### src/rtl/bed_pkg.sv
// Package for the button event detector: trigger mode codes, register
// indexes and fixed timing constants. No dependencies.
package bed_pkg;

  localparam int MODE_W = 3;
  localparam int CFG_IDX_W = 2;
  localparam int CFG_DATA_W = 16;
  localparam int NOW_W = 31;
  localparam int HOLD_W = 16;

  typedef logic [MODE_W-1:0] mode_t;
  typedef logic [CFG_IDX_W-1:0] cfg_idx_t;

  localparam mode_t MODE_RISE = 3'd0;
  localparam mode_t MODE_FALL = 3'd1;
  localparam mode_t MODE_BOTH = 3'd2;
  localparam mode_t MODE_LONG = 3'd3;
  localparam mode_t MODE_DBL  = 3'd4;

  localparam cfg_idx_t REG_TRIGGER_MODE = 2'd0;
  localparam cfg_idx_t REG_HOLD_TIME    = 2'd1;

  // double-click window in ms
  localparam int DC_WINDOW = 200;

endpackage

### src/rtl/bed_intf.sv
// Valid/ready channel interfaces for the button event detector:
// sample input, fire result and register write. Depends on bed_pkg.
interface bed_in_if;
  logic                       valid;
  logic                       ready;
  logic                       button_level;
  logic [bed_pkg::NOW_W-1:0]  now_ms;
  modport source (output valid, button_level, now_ms, input ready);
  modport sink   (input valid, button_level, now_ms, output ready);
endinterface

interface bed_out_if;
  logic valid;
  logic ready;
  logic fire;
  modport source (output valid, fire, input ready);
  modport sink   (input valid, fire, output ready);
endinterface

interface bed_cfg_if;
  logic                           valid;
  logic                           ready;
  logic [bed_pkg::CFG_IDX_W-1:0]  index;
  logic [bed_pkg::CFG_DATA_W-1:0] data;
  modport source (output valid, index, data, input ready);
  modport sink   (input valid, index, data, output ready);
endinterface

### src/rtl/button_event_detector.sv
// Button event detector, top level: sample register, event logic, state
// and result register. Depends on bed_pkg and the channel interfaces.
//
// One button sample (level plus millisecond time) is taken per transfer and
// gives exactly one fire result. A sample passes an input register, then the
// event logic updates the detector state and loads the result register in
// the same cycle, so a new sample is taken every cycle while the result side
// keeps up; the state update (level flag, start time, released flag) made with
// each result load allows that rate.
// Register 0 selects the trigger mode (rising, falling, both edges, long
// press, double click; codes 5-7 never fire) and re-arms the detector;
// register 1 is the long-press hold time in ms. Write registers only while
// no sample is in flight. Only the low TIME_BITS bits of the time are used.
module button_event_detector #(
  parameter int TIME_BITS = 32
) (
  input  logic      clk,
  input  logic      rst_n,
  bed_in_if.sink    in_bus,
  bed_out_if.source out_bus,
  bed_cfg_if.sink   cfg_bus
);
  import bed_pkg::*;

  localparam logic [TIME_BITS-1:0] NONE = '1;

  // configuration
  mode_t               mode_r;
  logic [HOLD_W-1:0]   hold_r;
  // detector state
  logic                level_r, level_nxt;
  logic [TIME_BITS-1:0] start_r, start_nxt;
  logic                released_r, released_nxt;
  // pipeline
  logic                in_vld_r;
  logic                in_lvl_r;
  logic [NOW_W-1:0]    in_now_r;
  logic                out_vld_r;
  logic                out_fire_r;
  logic                fire_nxt;

  logic advance;
  logic cfg_wr;
  logic mode_wr;

  logic [31:0]          now32;
  logic [TIME_BITS-1:0] now_t;
  logic [TIME_BITS:0]   now_w;
  logic [TIME_BITS:0]   start_w;
  logic                 long_due;
  logic                 dc_expired;
  logic [TIME_BITS-1:0] dc_start;
  logic                 dc_valid;

  assign advance = in_vld_r && (!out_vld_r || out_bus.ready);
  assign in_bus.ready = !in_vld_r || advance;
  assign cfg_bus.ready = 1'b1;
  assign cfg_wr  = cfg_bus.valid && cfg_bus.ready;
  assign mode_wr = cfg_wr && (cfg_bus.index == REG_TRIGGER_MODE);

  assign out_bus.valid = out_vld_r;
  assign out_bus.fire  = out_fire_r;

  assign now32   = {1'b0, in_now_r};
  assign now_t   = now32[TIME_BITS-1:0];
  assign now_w   = {1'b0, now_t};
  assign start_w = {1'b0, start_r};

  assign long_due = (start_r != NONE) &&
                    (now_w > start_w + (TIME_BITS+1)'(hold_r));
  // no start counts as -1, so expiry then means now > window - 1
  assign dc_expired = (start_r == NONE) ? (now_w > (TIME_BITS+1)'(DC_WINDOW - 1))
                                        : (start_w + (TIME_BITS+1)'(DC_WINDOW) < now_w);
  assign dc_start = dc_expired ? NONE : start_r;
  assign dc_valid = (dc_start != NONE);

  always_comb begin
    level_nxt    = level_r;
    start_nxt    = start_r;
    released_nxt = released_r;
    fire_nxt     = 1'b0;
    case (mode_r)
      MODE_RISE: begin
        if (!level_r && in_lvl_r) begin
          level_nxt = 1'b1;
          fire_nxt  = 1'b1;
        end else if (!in_lvl_r) begin
          level_nxt = 1'b0;
        end
      end
      MODE_FALL: begin
        if (!level_r && !in_lvl_r) begin
          level_nxt = 1'b1;
          fire_nxt  = 1'b1;
        end else if (in_lvl_r) begin
          level_nxt = 1'b0;
        end
      end
      MODE_BOTH: begin
        if (level_r != in_lvl_r) begin
          level_nxt = in_lvl_r;
          fire_nxt  = 1'b1;
        end
      end
      MODE_LONG: begin
        if (!level_r && in_lvl_r) begin
          level_nxt = 1'b1;
          start_nxt = now_t;
        end else if (!in_lvl_r) begin
          level_nxt = 1'b0;
          start_nxt = NONE;
        end else if (long_due) begin
          fire_nxt  = 1'b1;
          start_nxt = NONE;
        end
      end
      MODE_DBL: begin
        start_nxt    = dc_start;
        released_nxt = dc_expired ? 1'b0 : released_r;
        if (!level_r && !released_nxt && in_lvl_r) begin
          start_nxt = now_t;
          level_nxt = 1'b1;
        end else if (level_r && !released_nxt && dc_valid && !in_lvl_r) begin
          released_nxt = 1'b1;
        end else if (level_r && released_nxt && dc_valid && in_lvl_r) begin
          fire_nxt  = 1'b1;
          start_nxt = NONE;
        end else if (!dc_valid) begin
          level_nxt = 1'b0;
        end
      end
      default: ;
    endcase
  end

  always_ff @(posedge clk) begin
    if (!rst_n) begin
      mode_r     <= MODE_RISE;
      hold_r     <= '0;
      level_r    <= 1'b0;
      start_r    <= NONE;
      released_r <= 1'b0;
      in_vld_r   <= 1'b0;
      out_vld_r  <= 1'b0;
    end else begin
      if (in_bus.ready) begin
        in_vld_r <= in_bus.valid;
      end
      if (advance) begin
        out_vld_r <= 1'b1;
      end else if (out_bus.ready) begin
        out_vld_r <= 1'b0;
      end
      if (mode_wr) begin
        // a mode write re-arms the detector
        mode_r     <= cfg_bus.data[MODE_W-1:0];
        level_r    <= (cfg_bus.data[MODE_W-1:0] == MODE_FALL);
        start_r    <= NONE;
        released_r <= 1'b0;
      end else if (advance) begin
        level_r    <= level_nxt;
        start_r    <= start_nxt;
        released_r <= released_nxt;
      end
      if (cfg_wr && (cfg_bus.index == REG_HOLD_TIME)) begin
        hold_r <= cfg_bus.data[HOLD_W-1:0];
      end
    end
  end

  always_ff @(posedge clk) begin
    if (in_bus.valid && in_bus.ready) begin
      in_lvl_r <= in_bus.button_level;
      in_now_r <= in_bus.now_ms;
    end
    if (advance) begin
      out_fire_r <= fire_nxt;
    end
  end

  a_mode_rearm: assert property (@(posedge clk) disable iff (!rst_n)
    mode_wr |=> (start_r == NONE) && !released_r && (level_r == (mode_r == MODE_FALL)))
    else $error("mode write did not re-arm detector");

  a_long_start_pressed: assert property (@(posedge clk) disable iff (!rst_n)
    (mode_r == MODE_LONG) && (start_r != NONE) |-> level_r)
    else $error("long-press start held without press");

  a_released_dbl_only: assert property (@(posedge clk) disable iff (!rst_n)
    released_r |-> (mode_r == MODE_DBL))
    else $error("released flag set outside double-click mode");

  a_stall_holds_result: assert property (@(posedge clk) disable iff (!rst_n)
    out_vld_r && !out_bus.ready |=> out_vld_r && $stable(out_fire_r))
    else $error("stalled result changed");

endmodule
### src/flat_wrapper.sv
// flat-port wrapper written by rule: the top's interface ports become plain ports
module button_event_detector_flat import bed_pkg::*;
#(
  parameter int TIME_BITS = 32
)
  (clk, rst_n, in_bus_valid, in_bus_button_level, in_bus_now_ms, in_bus_ready, out_bus_valid, out_bus_fire, out_bus_ready, cfg_bus_valid, cfg_bus_index, cfg_bus_data, cfg_bus_ready);
  bed_in_if in_bus_i ();
  bed_out_if out_bus_i ();
  bed_cfg_if cfg_bus_i ();
  input  logic clk;
  input  logic rst_n;
  input wire logic [$bits(in_bus_i.valid)-1:0] in_bus_valid;
  input wire logic [$bits(in_bus_i.button_level)-1:0] in_bus_button_level;
  input wire logic [$bits(in_bus_i.now_ms)-1:0] in_bus_now_ms;
  output wire logic [$bits(in_bus_i.ready)-1:0] in_bus_ready;
  output wire logic [$bits(out_bus_i.valid)-1:0] out_bus_valid;
  output wire logic [$bits(out_bus_i.fire)-1:0] out_bus_fire;
  input wire logic [$bits(out_bus_i.ready)-1:0] out_bus_ready;
  input wire logic [$bits(cfg_bus_i.valid)-1:0] cfg_bus_valid;
  input wire logic [$bits(cfg_bus_i.index)-1:0] cfg_bus_index;
  input wire logic [$bits(cfg_bus_i.data)-1:0] cfg_bus_data;
  output wire logic [$bits(cfg_bus_i.ready)-1:0] cfg_bus_ready;
  assign in_bus_i.valid = in_bus_valid;
  assign in_bus_i.button_level = in_bus_button_level;
  assign in_bus_i.now_ms = in_bus_now_ms;
  assign in_bus_ready = in_bus_i.ready;
  assign out_bus_valid = out_bus_i.valid;
  assign out_bus_fire = out_bus_i.fire;
  assign out_bus_i.ready = out_bus_ready;
  assign cfg_bus_i.valid = cfg_bus_valid;
  assign cfg_bus_i.index = cfg_bus_index;
  assign cfg_bus_i.data = cfg_bus_data;
  assign cfg_bus_ready = cfg_bus_i.ready;
  button_event_detector #(.TIME_BITS(TIME_BITS)) u_core (.clk(clk), .rst_n(rst_n), .in_bus(in_bus_i), .out_bus(out_bus_i), .cfg_bus(cfg_bus_i));
endmodule
### config.mk
export PLATFORM = sky130hd
export DESIGN_NAME = button_event_detector_flat
export DESIGN_NICKNAME = d
export VERILOG_FILES = /design/src/rtl/bed_pkg.sv /design/src/rtl/bed_intf.sv /design/src/rtl/button_event_detector.sv /design/src/flat_wrapper.sv
export SDC_FILE = /design/constraint.sdc
export NUM_CORES = 1
export LEC_CHECK = 0
export BUFFER_PORTS_ARGS = -buffer_cell sky130_fd_sc_hd__buf_4
export CORE_MARGIN = 2
export CORE_UTILIZATION = 55
export DETAILED_ROUTE_END_ITERATION = 10
export HOLD_SLACK_MARGIN = 0.02
export PLACE_DENSITY = 0.84
export SYNTH_ARGS = -nofsm -noshare
export SYNTH_HDL_FRONTEND = slang
export SYNTH_SLANG_ARGS = --single-unit
### constraint.sdc
create_clock -name clk -period 5.65 [get_ports clk]
set_clock_uncertainty 0.1 [all_clocks]
set_input_delay 1.4125 -clock clk [delete_from_list [all_inputs] [get_ports clk]]
set_output_delay 1.4125 -clock clk [all_outputs]
set_load 0.05 [all_outputs]
== Word level (Yosys, flattened, before mapping) ==
Cells that the tools add are included.
Word-level totals
  logic and storage cells: 102
  register bits after elaboration: 88
  output and inout port bits: 4
  bits of input ports: 55
Operators by class
  reduce and logical (&&, ||, !) cells: 33
  magnitude comparators: 3
  muxes and demuxes: 36
  bitwise logic cells: 1
  eq/ne operators: 17
  add/sub/neg operators: 2
Operators by type and width (number)
  32-bit 2-to-1 mux: 7
  32-bit != test (second input constant): 2
  32-bit case mux with 2 select lines: 1
  32-bit by 16-bit adder with 33-bit output: 1
  32-bit by 8-bit adder with 33-bit output (second input constant): 1
  31-bit by 33-bit greater-than comparator with 1-bit output: 1
  33-bit by 31-bit less-than comparator with 1-bit output: 1
  32-bit == test (second input constant): 1
  31-bit by 8-bit greater-than comparator with 1-bit output (second input constant): 1
  1-bit 2-to-1 mux: 26
  1-bit logical AND: 15
  4-bit by 2-bit != test with 1-bit output (second input constant): 2
  4-bit != test (second input constant): 2
  8-bit AND reduction: 1
  3-bit by 1-bit == test with 1-bit output (second input constant): 2
  3-bit by 2-bit == test with 1-bit output (second input constant): 2
  2-bit nonzero test: 3
  1-bit zero test: 5
  1-bit case mux with 5 select lines: 1
  5-bit nonzero test: 1
  4-bit by 1-bit != test with 1-bit output (second input constant): 1
  4-bit by 3-bit != test with 1-bit output (second input constant): 1
  1-bit case mux with 4 select lines: 1
  2-bit OR reduction: 2
  10 further kinds: 11

== Depth between registers and ports, before layout ==
  depth in word-level cells: 13
  mapped depth: 21
  depth with buffers taken out: 20

== Least setup slack after synthesis ==
Ideal clock, no wire load.
  path type: register -> register
  start point: register u_core.start_r[0]
  end point: register u_core.start_r[10]
  stages on the path, launching flop included: 20
  setup slack: 1.373 ns
  setup time: 0.117 ns
  clock period less this slack: 4.277 ns
  buffers on the path: 1
  arrival time: 4.061 ns
  cells stage by stage: dfxtp_1 ha_1 inv_1 fa_1 nor2b_1 o2111ai_1 a21oi_1 o21ai_0 nand2_1 nand2_1 xor2_1 ha_1 nand4_1 or4_1 o221a_2 o211a_1 o2111ai_1 a21oi_1 buf_2 o22a_1
On the way
  longest elaborated chain between the ends: 11
RTL lines
  from (decl): RTL line button_event_detector.sv:32  | logic [TIME_BITS-1:0] start_r, start_nxt;
  from (signal assigned): RTL line button_event_detector.sv:162  | start_r <= start_nxt;
  32-bit by 8-bit adder with 33-bit output: RTL line button_event_detector.sv:73  | : (start_w + (TIME_BITS+1)'(DC_WINDOW) < now_w);
  33-bit by 31-bit less-than comparator with 1-bit output: RTL line button_event_detector.sv:73
  1-bit 2-to-1 mux: RTL line button_event_detector.sv:72  | assign dc_expired = (start_r == NONE) ? (now_w > (TIME_BITS+1)'(DC_WINDOW - 1))
  32-bit 2-to-1 mux / 1-bit 2-to-1 mux (equally long branches): RTL line button_event_detector.sv:74, button_event_detector.sv:119
  32-bit != test (tied with other cells): RTL line button_event_detector.sv:75  | assign dc_valid = (dc_start != NONE);
  1-bit logical AND (on tied branches) (2 in series): RTL line button_event_detector.sv:125, button_event_detector.sv:123
  32-bit 2-to-1 mux / 1-bit logical AND (equally long branches): RTL line button_event_detector.sv:125, button_event_detector.sv:123
  32-bit 2-to-1 mux: RTL line button_event_detector.sv:123  | end else if (level_r && !released_nxt && dc_valid && !in_lvl_r) begin
  32-bit 2-to-1 mux: RTL line button_event_detector.sv:120  | if (!level_r && !released_nxt && in_lvl_r) begin
  32-bit case mux with 2 select lines: RTL line button_event_detector.sv:82  | case (mode_r)
Parallel ways exist; a longest one is shown, timed or not.
A chain may end at the register's enable or synchronous reset.

== Worst setup path after layout ==
  start point: register u_core.start_r[0]
  end point: register u_core.start_r[1]
The elaborated chain is that of the path after synthesis.

==> out/qor.csv <==
metric,value,unit
power_density,236.8,mW/mm^2
cts_root_buf,clkbuf_16,
syn-cell-area,0.006434,mm^2
cts_resized,0,
area_delta_synth_final,12.06,%
firstDrtPassIters,5,
die_w,112.2,um
start_util,56.34,%
drc_errors,0,
first_global_vias,5639,
ant_nets,0,
cts_htree_levels,3,
leakage,3.279,nW
synth_edf_count,33,
crit_path_end_kind,register,
setup_violations,0,
clk_path_buf_depth,2,
cts.hold.buffers_added,0,
synth_ff_type,dfxtp_1,
cts_made_buffers,9,
synth.avg_cell_area,8.886,um^2
post_route_cells_drive_above_1_share,11.00,%
via_per_inst,6.106,
required,5.84,ns
numPortBuffers,57,
rsz0062_at_grt,false,
antenna_found_initial,0,
rows,39,
ys_seq_area_share,32.52,%
nets,904,
slew_headroom,52.66,%
wl_per_cell,17.86,um
crit_arrival,5.30,ns
post-route-min-period,5.115,ns
hp-start,u_core.hold_r[8],
r2r_start,u_core.start_r[0],
total_power,1.707,mW
yosys_register_bits,88,
io_pins,59,
grt_pass1_wl,27.28,mm
die_h,112.2,um
post-cts-setup-buffers,0,
clock_latency,0.35,ns
critPathMaxFanout,23,
gr-usage-all-layers,26.68,%
grt_max_degree,33,
drtIter0Drc,355,
status,"complete, no violations",
ys_async_sr_fraction,0,%
ys_warn_count,0,
grt_overflow_total,0,
cp-startpoint,u_core.start_r[0],
finalHoldViolCount,0,
synth_cells,724,
dieArea,0.01258,mm^2
min_period_over_period,90.53,%
crit_path_start_kind,register,
place.gp.congestion,0.9521,
fmaxAchievable,0.1955,GHz
worst-setup-path-type,reg2reg,
via_count,5593,
cts.sinks,88,
setup_tns,0,ns
n_antenna_cell,0,
synth.distinct_cells,66,
clk_pin_slew_worst_paths,0.06,ns
wirelength,16.36,mm
hold_path.class,reg2reg,
syn_nets,860,
worstMarginPinSlew,0.7012,ns
cts_tree,done,
maxSlewViolCount,0,
hpwl,12.64,mm
cap_violations,0,
core,0.01142,mm^2
ir_drop,158.2,uV
## cells in the mapped netlist, types with 7 or more instances
master | n | area (um^2)
a211oi_1 | 7 | 52.55
a21boi_0 | 16 | 120.1
a21o_1 | 15 | 112.6
a21oi_1 | 41 | 205.2
and3_1 | 10 | 62.56
buf_2 | 9 | 45.04
clkbuf_1 | 10 | 37.54
dfxtp_1 | 55 | 1101
edfxtp_1 | 33 | 991.0
ha_1 | 80 | 1001
inv_1 | 46 | 172.7
nand2_1 | 82 | 307.8
nand2b_1 | 7 | 43.79
nand3_1 | 19 | 95.09
nand4_1 | 28 | 175.2
nor2_1 | 45 | 168.9
nor2b_1 | 14 | 87.58
nor3_1 | 10 | 50.05
nor4_1 | 8 | 50.05
o21ai_0 | 20 | 100.1
o22a_1 | 31 | 271.5
xnor2_1 | 28 | 245.2
xor2_1 | 25 | 219.0
## registers in the layout (all words and copies together), names as in the netlist
register	flops
u_core.out_bus.valid	1
u_core.in_now_r	31
u_core.in_vld_r	1
u_core.out_bus.fire	1
u_core.released_r	1
u_core.in_lvl_r	1
u_core.hold_r	16
u_core.level_r	1
u_core.mode_r	3
u_core.start_r	32
## worst max-delay path, cell delays in order (launching register included)
cell and delay, ns:
dfxtp_1 0.39, ha_1 0.22, inv_1 0.06, fa_1 0.39, nor2b_1 0.16, o2111ai_1 0.14, a21oi_1 0.22, o21ai_0 0.23
nand2_1 0.31, nand2_1 0.11, xor2_1 0.15, ha_1 0.35, nand4_1 0.16, or4_1 0.59, a31oi_1 0.18, o211a_1 0.18
o2111ai_1 0.21, a21oi_2 0.50, buf_12 0.24, o22a_1 0.16
## final timing paths
kind | cells after the start | to | slack (ns)
worst max register to register | 19 | u_core.start_r[1] | 0.53
worst min-delay path | 2 | u_core.hold_r[8] | 0.37
worst max-delay path | 19 | u_core.start_r[1] | 0.53
worst min register to register | 2 | u_core.hold_r[8] | 0.37
## logic make-up after synthesis
kind of cell	Yosys count	share of synthesized area [%]
DFF	88	32.52
AOI/OAI and AO/OA	180	19.64
other	1	0.05829
adders and majority gates	81	15.87
buffers and inverters	74	5.076
and+or+nand+nor	243	18.98
muxes	4	0.6418
xor gates and xnor gates	53	7.215
## layout make-up
cell class	instances	area, um^2
timing repair buffer	61	470.5
clock buffer	13	260.3
multi-input combinational	562	4019
tap	143	178.9
inverter	46	172.7
sequential	88	2092
clock inverter	3	16.27
fill	956	4209
## metrics by stage
stage / worst slack (ns) / instance area (um^2) / cells / utilization, % / hold WS (ns)
6_report: 0.5349 / 7209 / 916 / 63.14 / 0.3743
5_1_grt: 0.09526 / 7209 / 916 / 63.14 / 0.4007
4_1_cts: 0.6031 / 7209 / 916 / 63.14 / 0.3807
3_5_place_dp: 0.6248 / 6933 / 900 / 60.72 / 0.3721
3_3_place_gp: 0.8368 / 6933 / 900 / 60.72 / 0.3618
2_1_floorplan: 1.373 / 6434 / 724 / - / 0.3472
## cells in the final DEF (no fill, tap or decap), types with 4 or more instances in the layout
cell type  instances
o21ai_0           20
inv_1             46
nand4_1           28
nor3_1            10
nor2_1            45
a21oi_1           40
and3_1            10
nand3_1           19
a211oi_1           7
nor2b_1           14
o211ai_1           6
and2_1             4
nor4_1             8
xor2_1            25
edfxtp_1          33
o21a_1             6
buf_4             60
o22a_1            31
ha_1              80
xnor2_1           28
clkbuf_16          9
a21o_1            15
a21boi_0          16
nand2_1           82
a31oi_1            6
nand2b_1           7
dfxtp_1           55
## where the power goes
group	internal (mW)	switching [mW]
combinational	0.192	0.240
clock	0.321	0.243
sequential	0.682	0.0286
## routing by layer
| metal | vias to the layer above | track usage (%) | routed length, um | share of wire [%] |
|---|---|---|---|---|
| li1 | 2734 | - | - | - |
| met1 | 2642 | 34.01 | 7088 | 43 |
| met2 | 179 | 45.50 | 7930 | 48 |
| met3 | 38 | 4.050 | 869 | 5.3 |
| met4 | 0 | 10.81 | 470 | 2.9 |
| met5 | - | 0 | 0 | 0 |
(Power assumes the default switching activity.)
